## config.mk

```make
export PLATFORM = sky130hd
export DESIGN_NAME = host_frame_interceptor_unit_flat
export DESIGN_NICKNAME = d
export VERILOG_FILES = /design/src/rtl/hfi_pkg.sv /design/src/rtl/hfi_stream_if.sv /design/src/rtl/host_frame_interceptor_unit.sv /design/src/rtl/hfi_decode.sv /design/src/flat_wrapper.sv
export SDC_FILE = /design/constraint.sdc
export NUM_CORES = 1
export LEC_CHECK = 0
export BUFFER_PORTS_ARGS = -buffer_cell sky130_fd_sc_hd__buf_2
export CAP_MARGIN = 10
export CORE_MARGIN = 2
export CORE_UTILIZATION = 37
export CTS_BUF_LIST = sky130_fd_sc_hd__clkbuf_16
export CTS_CLUSTER_SIZE = 24
export DETAILED_ROUTE_END_ITERATION = 6
export MAX_ROUTING_LAYER = met4
export PLACE_DENSITY = 0.57
export SETUP_SLACK_MARGIN = 0.15
export SYNTH_ARGS = -nofsm -noshare
export SYNTH_HDL_FRONTEND = slang
export SYNTH_SLANG_ARGS = --single-unit
```

## constraint.sdc

```tcl
create_clock -name clk -period 5.5 [get_ports clk]
set_input_delay 0.55 -clock clk [delete_from_list [all_inputs] [get_ports clk]]
set_output_delay 0.55 -clock clk [all_outputs]
set_load 0.05 [all_outputs]
```

## src/rtl/hfi_pkg.sv

```systemverilog
// ----------------------------------------------------------------------------
// hfi_pkg
// Shared types and constants of the host frame interceptor.
// ----------------------------------------------------------------------------
package hfi_pkg;

    localparam int CAPTURE_DEPTH_DEF = 8;
    localparam int CNT_W             = 4;
    localparam int MAX_RESULTS       = 3;
    localparam int LEFT_W            = 2;
    localparam int CFG_IDX_W         = 2;

    localparam logic [7:0] IMU_LEN_BYTE      = 8'h03;
    localparam logic [7:0] HDR_LEN           = 8'd2;
    localparam logic [7:0] IMU_CMD_RESET     = 8'h90;
    localparam logic [7:0] IMU_CHECK_RESET   = 8'h93;
    localparam logic [7:0] BRIDGE_OPC_RESET  = 8'h00;

    localparam logic [1:0] ROUTE_BOARD  = 2'd0;
    localparam logic [1:0] ROUTE_BRIDGE = 2'd1;
    localparam logic [1:0] ROUTE_IMU    = 2'd2;

    localparam logic [1:0] HELD_NONE = 2'd0;
    localparam logic [1:0] HELD_ONE  = 2'd1;
    localparam logic [1:0] HELD_IMU  = 2'd2;

    localparam logic [CFG_IDX_W-1:0] REG_IMU_CMD       = 2'd0;
    localparam logic [CFG_IDX_W-1:0] REG_IMU_CHECK     = 2'd1;
    localparam logic [CFG_IDX_W-1:0] REG_BRIDGE_OPCODE = 2'd2;

    typedef struct packed {
        logic [1:0] route;
        logic [7:0] data_byte;
        logic       bridge_done;
    } result_t;

    typedef struct packed {
        logic [7:0] imu_cmd;
        logic [7:0] imu_check;
        logic [7:0] bridge_opcode;
    } cfg_t;

    typedef struct packed {
        logic [1:0]       held_count;
        logic [7:0]       held0;
        logic [7:0]       held1;
        logic [7:0]       body_left;
        logic             capturing;
        logic [CNT_W-1:0] capture_target;
        logic [CNT_W-1:0] capture_count;
    } frame_state_t;

endpackage

```

## src/rtl/hfi_stream_if.sv

```systemverilog
// ----------------------------------------------------------------------------
// hfi_stream_if
// Valid/ready channels for host bytes and sorted result bytes.
// ----------------------------------------------------------------------------
interface hfi_host_if;
    logic       valid;
    logic       ready;
    logic [7:0] host_byte;

    modport source (output valid, output host_byte, input ready);
    modport sink   (input valid, input host_byte, output ready);
endinterface

interface hfi_result_if;
    logic       valid;
    logic       ready;
    logic [1:0] route;
    logic [7:0] data_byte;
    logic       bridge_done;
    logic       last;

    modport source (output valid, output route, output data_byte, output bridge_done,
                    output last, input ready);
    modport sink   (input valid, input route, input data_byte, input bridge_done,
                    input last, output ready);
endinterface

```

## src/rtl/host_frame_interceptor_unit.sv

```systemverilog
// ----------------------------------------------------------------------------
// host_frame_interceptor_unit
// Sorts length-prefixed host frames to the board, the bridge or an IMU event.
// ----------------------------------------------------------------------------
// A host byte is decoded in the cycle it is accepted and its zero to three
// result beats are loaded into a three-entry result buffer, which drains one
// beat per cycle while the receiver is ready. A byte that gives no result or
// one result lets the next byte follow back to back; after a released header
// or a mismatched IMU request the host waits on the single result port. The next
// byte is taken in the same cycle as the final beat of the previous one leaves.
module host_frame_interceptor_unit #(
    parameter int CAPTURE_DEPTH = hfi_pkg::CAPTURE_DEPTH_DEF
) (
    input  logic                          clk,
    input  logic                          rst_n,
    hfi_host_if.sink                      host,
    hfi_result_if.source                  result,
    input  logic                          wr_en,
    input  logic [hfi_pkg::CFG_IDX_W-1:0] wr_index,
    input  logic [7:0]                    wr_data
);

    hfi_pkg::cfg_t                                cfg_reg;
    hfi_pkg::frame_state_t                        state_reg;
    hfi_pkg::frame_state_t                        state_next;
    hfi_pkg::result_t [hfi_pkg::MAX_RESULTS-1:0]  res_reg;
    hfi_pkg::result_t [hfi_pkg::MAX_RESULTS-1:0]  res_next;
    logic [hfi_pkg::LEFT_W-1:0]                   left_reg;
    logic [hfi_pkg::LEFT_W-1:0]                   dec_count;
    logic                                         in_fire;
    logic                                         out_fire;

    hfi_decode #(
        .CAPTURE_DEPTH (CAPTURE_DEPTH)
    ) u_decode (
        .cur       (state_reg),
        .cfg       (cfg_reg),
        .host_byte (host.host_byte),
        .nxt       (state_next),
        .count     (dec_count),
        .res       (res_next)
    );

    assign out_fire = result.valid && result.ready;
    // free once the buffer is empty or its final beat leaves now
    assign host.ready = (left_reg == 2'd0) || (left_reg == 2'd1 && result.ready);
    assign in_fire    = host.valid && host.ready;

    assign result.valid       = left_reg != 2'd0;
    assign result.route       = res_reg[0].route;
    assign result.data_byte   = res_reg[0].data_byte;
    assign result.bridge_done = res_reg[0].bridge_done;
    assign result.last        = left_reg == 2'd1;

    always_ff @(posedge clk or negedge rst_n)
    begin
        if (!rst_n)
        begin
            cfg_reg.imu_cmd       <= hfi_pkg::IMU_CMD_RESET;
            cfg_reg.imu_check     <= hfi_pkg::IMU_CHECK_RESET;
            cfg_reg.bridge_opcode <= hfi_pkg::BRIDGE_OPC_RESET;
        end
        else if (wr_en)
        begin
            case (wr_index)
                hfi_pkg::REG_IMU_CMD:       cfg_reg.imu_cmd       <= wr_data;
                hfi_pkg::REG_IMU_CHECK:     cfg_reg.imu_check     <= wr_data;
                hfi_pkg::REG_BRIDGE_OPCODE: cfg_reg.bridge_opcode <= wr_data;
                default:                    cfg_reg               <= cfg_reg;
            endcase
        end
    end

    always_ff @(posedge clk or negedge rst_n)
    begin
        if (!rst_n)
        begin
            state_reg <= '0;
            left_reg  <= '0;
        end
        else if (in_fire)
        begin
            state_reg <= state_next;
            left_reg  <= dec_count;
        end
        else if (out_fire)
        begin
            left_reg <= left_reg - 2'd1;
        end
    end

    always_ff @(posedge clk)
    begin
        if (in_fire)
        begin
            res_reg <= res_next;
        end
        else if (out_fire)
        begin
            res_reg[0] <= res_reg[1];
            res_reg[1] <= res_reg[2];
        end
    end

    // buffer never holds more beats than one byte can cause
    a_left_bound: assert property (@(posedge clk) disable iff (!rst_n)
        left_reg <= 2'd3)
        else $error("result buffer overfilled");

    // an open capture has not reached its announced length
    a_capture_open: assert property (@(posedge clk) disable iff (!rst_n)
        state_reg.capturing |-> (state_reg.capture_count < state_reg.capture_target &&
                                 state_reg.body_left == 8'd0 &&
                                 state_reg.held_count == hfi_pkg::HELD_NONE))
        else $error("capture state inconsistent");

    // end-of-capture flag only on bridge beats
    a_done_route: assert property (@(posedge clk) disable iff (!rst_n)
        (result.valid && result.bridge_done) |-> result.route == hfi_pkg::ROUTE_BRIDGE)
        else $error("bridge_done on non-bridge beat");

endmodule

```

## src/rtl/hfi_decode.sv

```systemverilog
// ----------------------------------------------------------------------------
// hfi_decode
// Sorts one host byte against the frame state: results and next state.
// ----------------------------------------------------------------------------
module hfi_decode #(
    parameter int CAPTURE_DEPTH = hfi_pkg::CAPTURE_DEPTH_DEF
) (
    input  hfi_pkg::frame_state_t                 cur,
    input  hfi_pkg::cfg_t                         cfg,
    input  logic [7:0]                            host_byte,
    output hfi_pkg::frame_state_t                 nxt,
    output logic [hfi_pkg::LEFT_W-1:0]            count,
    output hfi_pkg::result_t [hfi_pkg::MAX_RESULTS-1:0] res
);

    localparam logic [7:0] DEPTH_BYTE = 8'(CAPTURE_DEPTH);

    logic [hfi_pkg::CNT_W-1:0] count_inc;

    function automatic hfi_pkg::result_t mk(input logic [1:0] route, input logic [7:0] data,
                                            input logic done);
        hfi_pkg::result_t r;
        r.route       = route;
        r.data_byte   = data;
        r.bridge_done = done;
        return r;
    endfunction

    assign count_inc = cur.capture_count + hfi_pkg::CNT_W'(1);

    always_comb
    begin
        nxt   = cur;
        count = '0;
        res   = '0;
        if (cur.capturing)
        begin
            nxt.capture_count = count_inc;
            nxt.capturing     = !(count_inc >= cur.capture_target);
            res[0] = mk(hfi_pkg::ROUTE_BRIDGE, host_byte, count_inc >= cur.capture_target);
            count  = 2'd1;
        end
        else if (cur.body_left != 8'd0)
        begin
            nxt.body_left = cur.body_left - 8'd1;
            res[0] = mk(hfi_pkg::ROUTE_BOARD, host_byte, 1'b0);
            count  = 2'd1;
        end
        else
        begin
            case (cur.held_count)
                hfi_pkg::HELD_IMU:
                begin
                    nxt.held_count = hfi_pkg::HELD_NONE;
                    if (host_byte == cfg.imu_check)
                    begin
                        res[0] = mk(hfi_pkg::ROUTE_IMU, 8'd0, 1'b0);
                        count  = 2'd1;
                    end
                    else
                    begin
                        res[0] = mk(hfi_pkg::ROUTE_BOARD, cur.held0, 1'b0);
                        res[1] = mk(hfi_pkg::ROUTE_BOARD, cur.held1, 1'b0);
                        res[2] = mk(hfi_pkg::ROUTE_BOARD, host_byte, 1'b0);
                        count  = 2'd3;
                    end
                end
                hfi_pkg::HELD_NONE:
                begin
                    if (host_byte < hfi_pkg::HDR_LEN)
                    begin
                        res[0] = mk(hfi_pkg::ROUTE_BOARD, host_byte, 1'b0);
                        count  = 2'd1;
                    end
                    else
                    begin
                        nxt.held0      = host_byte;
                        nxt.held_count = hfi_pkg::HELD_ONE;
                    end
                end
                hfi_pkg::HELD_ONE:
                begin
                    // second header byte decides the path of the frame
                    nxt.held1 = host_byte;
                    if (cur.held0 == hfi_pkg::IMU_LEN_BYTE && host_byte == cfg.imu_cmd)
                    begin
                        nxt.held_count = hfi_pkg::HELD_IMU;
                    end
                    else
                    begin
                        nxt.held_count = hfi_pkg::HELD_NONE;
                        if (host_byte == cfg.bridge_opcode && cur.held0 <= DEPTH_BYTE)
                        begin
                            if (cur.held0 > hfi_pkg::HDR_LEN)
                            begin
                                nxt.capture_target = cur.held0[hfi_pkg::CNT_W-1:0];
                                nxt.capture_count  = hfi_pkg::CNT_W'(hfi_pkg::HDR_LEN);
                                nxt.capturing      = 1'b1;
                                res[0] = mk(hfi_pkg::ROUTE_BRIDGE, cur.held0, 1'b0);
                                res[1] = mk(hfi_pkg::ROUTE_BRIDGE, host_byte, 1'b0);
                                count  = 2'd2;
                            end
                        end
                        else
                        begin
                            nxt.body_left = cur.held0 - hfi_pkg::HDR_LEN;
                            res[0] = mk(hfi_pkg::ROUTE_BOARD, cur.held0, 1'b0);
                            res[1] = mk(hfi_pkg::ROUTE_BOARD, host_byte, 1'b0);
                            count  = 2'd2;
                        end
                    end
                end
                default:
                begin
                    nxt.held_count = hfi_pkg::HELD_NONE;
                end
            endcase
        end
    end

endmodule

```

## src/flat_wrapper.sv

```systemverilog
// flat-port wrapper written by rule: the top's interface ports become plain ports
module host_frame_interceptor_unit_flat 
#(
    parameter int CAPTURE_DEPTH = hfi_pkg::CAPTURE_DEPTH_DEF
)
  (clk, rst_n, wr_en, wr_index, wr_data, host_valid, host_host_byte, host_ready, result_valid, result_route, result_data_byte, result_bridge_done, result_last, result_ready);
  hfi_host_if host_i ();
  hfi_result_if result_i ();
  input  logic clk;
  input  logic rst_n;
  input  logic wr_en;
  input  logic [hfi_pkg::CFG_IDX_W-1:0] wr_index;
  input  logic [7:0] wr_data;
  input wire logic [$bits(host_i.valid)-1:0] host_valid;
  input wire logic [$bits(host_i.host_byte)-1:0] host_host_byte;
  output wire logic [$bits(host_i.ready)-1:0] host_ready;
  output wire logic [$bits(result_i.valid)-1:0] result_valid;
  output wire logic [$bits(result_i.route)-1:0] result_route;
  output wire logic [$bits(result_i.data_byte)-1:0] result_data_byte;
  output wire logic [$bits(result_i.bridge_done)-1:0] result_bridge_done;
  output wire logic [$bits(result_i.last)-1:0] result_last;
  input wire logic [$bits(result_i.ready)-1:0] result_ready;
  assign host_i.valid = host_valid;
  assign host_i.host_byte = host_host_byte;
  assign host_ready = host_i.ready;
  assign result_valid = result_i.valid;
  assign result_route = result_i.route;
  assign result_data_byte = result_i.data_byte;
  assign result_bridge_done = result_i.bridge_done;
  assign result_last = result_i.last;
  assign result_i.ready = result_ready;
  host_frame_interceptor_unit #(.CAPTURE_DEPTH(CAPTURE_DEPTH)) u_core (.clk(clk), .rst_n(rst_n), .host(host_i), .result(result_i), .wr_en(wr_en), .wr_index(wr_index), .wr_data(wr_data));
endmodule
```

==> metrics <==
outcome finished clean; maximum vdd ir drop 0.0001545 V; CTS Buffer Depth 2; hpwl dp ~7700 µm; post-synthesis cell type count 56; clk slew on worst S/H paths ~70 ps; vias per inst 5.186; nets@finish 494; initial antenna violation count 0; cts bufs inserted 9; total negative slack 0 ps; pwr dens 531.1 nW/µm²; post-layout instance area about 5300 µm²; die height about 120 µm; RSZ-0062 raised after global routing no; average routed wire per standard cell between 15 and 20 µm; CP Max Fanout 12; total global-route track usage ~17%; max-cap violation count 0; Die X-Extent 116.3 µm; Detailed Route Iter0 Violations 294; clk_lat worst skew about 350 ps; Post-Syn Nets between 400 and 500; #FFs+latches synth around 90; Clock Sinks a little under 90; CP arrival between 3000 and 4000 ps; hold_ws around 370 ps; Syn Area/Cell 10.69 µm²; Vias between 3000 and 4000; post-CTS setup buffers 0; H-tree depth 3; Die ar. about 14000 µm²; vias in the first global route 3237; Least-Margin Pin Slew 782.5 ps; Max Freq 348.8 MHz; fin crit period 2867 ps; post-CTS resize count 0; cells after synthesis approximately 440; TritonCTS clock tree built; Worst Hold Class input pin to async pin; io pins 37; CP endpoint kind register; hold-fix buffers at CTS 0; post-synthesis async set-or-reset flop share between 60% and 70%; startpoint class of the critical path register; Worst EP required around 5700 ps; first-pass GRT wire length about 17000 µm; CP Class register to register; Port Buf Inserts 36; reg-to-reg slack, setup around 2600 ps; pin count of the biggest net entering global routing 62; WL final 10450 µm; Placed Area just under 5000 µm²; Synth Warn # 0; total power roughly 2.8 mW; final setup fails 0; most common cell after layout, fill and taps aside dfrtp_1; skew final between 8 and 9 ps; Clock Tree Root clkbuf_16; core area between 10000 and 15000 µm²; Max Slew Vio Count 0; row cnt 41; Seq/Total Area, Yosys 50.86%; Initial DRT Pass Iterations 4; GP Congestion roughly 0.84; ys flop type dfrtp_1; synth-to-layout area growth 12.46%; max reg flops 35; period utilisation layout about 52%; DRC Markers 0; ANT cells 0; initial core utilization a little under two fifths; Leakage Power between 2 and 2.5 nW; total grt overflow 0; area of the mapped netlist 4669 µm²; Post-synth EDFFs 28; Max-slew headroom a little under half; Post-DRT Antenna Nets 0; endpoints failing hold 0; share of layout cells above drive strength 1 roughly a fifth; commonest non-fill, non-tap cells in the layout 55 x dfrtp_1, 46 x nand2_1, 36 x buf_2
==> worst paths after layout <==
kind | end | cells after the start | start
min | u_core.cfg_reg[0] | 2 | rst_n
min in group clk | u_core.cfg_reg[9] | 2 | wr_data[1]
max reg2reg | u_core.res_reg[17] | 7 | u_core.state_reg[9]
max in group asynchronous | u_core.state_reg[32] | 2 | rst_n
max | u_core.res_reg[17] | 7 | u_core.state_reg[9]
min reg2reg | u_core.state_reg[24] | 2 | u_core.state_reg[24]
==> cell usage after synthesis, drive strengths merged, types with 3 or more instances <==
library cell	count	share of area, %
a22oi	8	1.3
edfxtp	28	18
nor2	21	2.0
nor3	7	0.96
o22ai	3	0.40
o21ai	43	4.6
mux2	27	6.5
ha	14	3.8
nand3b	3	0.48
dfstp	6	3.4
nand3	11	1.2
nand4	5	0.67
nand2	46	3.7
buf	13	2.1
mux2i	7	1.5
clkbuf	16	1.3
inv	29	2.3
xnor2	28	5.3
dfrtp	55	29
nor4	13	2.1
xor2	5	0.94
a21o	3	0.48
a21oi	9	0.96
and3	4	0.54
or4	4	0.64
o41ai	3	0.96
==> routing by layer <==
| layer | GRT usage (%) | vias to the layer above | routed length [µm] |
|---|---|---|---|
| met5 | - | - | 0 |
| met4 | 8.016 | 0 | 240 |
| met3 | 2.958 | 16 | 691 |
| met2 | 25.00 | 110 | 4585 |
| met1 | 23.53 | 1578 | 4929 |
| li1 | - | 1584 | - |
==> through the flow <==
step / worst slack, ps / util (%) / instances
final: 2633 / 42.13 / 634
after global routing: 2531 / 42.13 / 634
after CTS: 2663 / 42.13 / 634
after detailed placement: 2687 / 39.50 / 618
after global placement: 2692 / 39.50 / 618
after floorplan: 2696 / - / 437
==> worst max-delay path: stages, from the launching register on <==
cell and delay [ps]:
dfrtp_1 420, inv_1 70, ha_1 210, or4b_4 510
nor2_4 250, nand2_1 300, or4_1 750, o21ai_1 200
==> logic make-up (layout without fill, tap and decap cells) <==
family	count (synthesis)	in the layout	share of synthesized area, %
and+or+nand+nor	124	124	13.88
xor gates and xnor gates	33	33	6.190
AOI/OAI and AO/OA	85	85	11.63
adders and majority gates	14	14	3.751
buffers and inverters	58	83	5.681
DFF	89	89	50.86
muxes	34	34	8.012
==> where the power goes <==
group	switching (mW)	internal, mW
sequential	0.186	0.926
clock	0.268	0.403
combinational	0.639	0.367
total	1.09	1.70
==> cell type report <==
class / count / area, µm²
well taps: 172 / 215.2
repair buffers: 38 / 195.2
inverters: 29 / 108.9
clock buffers: 9 / 225.2
clock inverters: 7 / 102.6
multi-input cells: 290 / 2029
fillers: 1210 / 7214
flip-flops and latches: 89 / 2375
(Power assumes the default switching activity.)
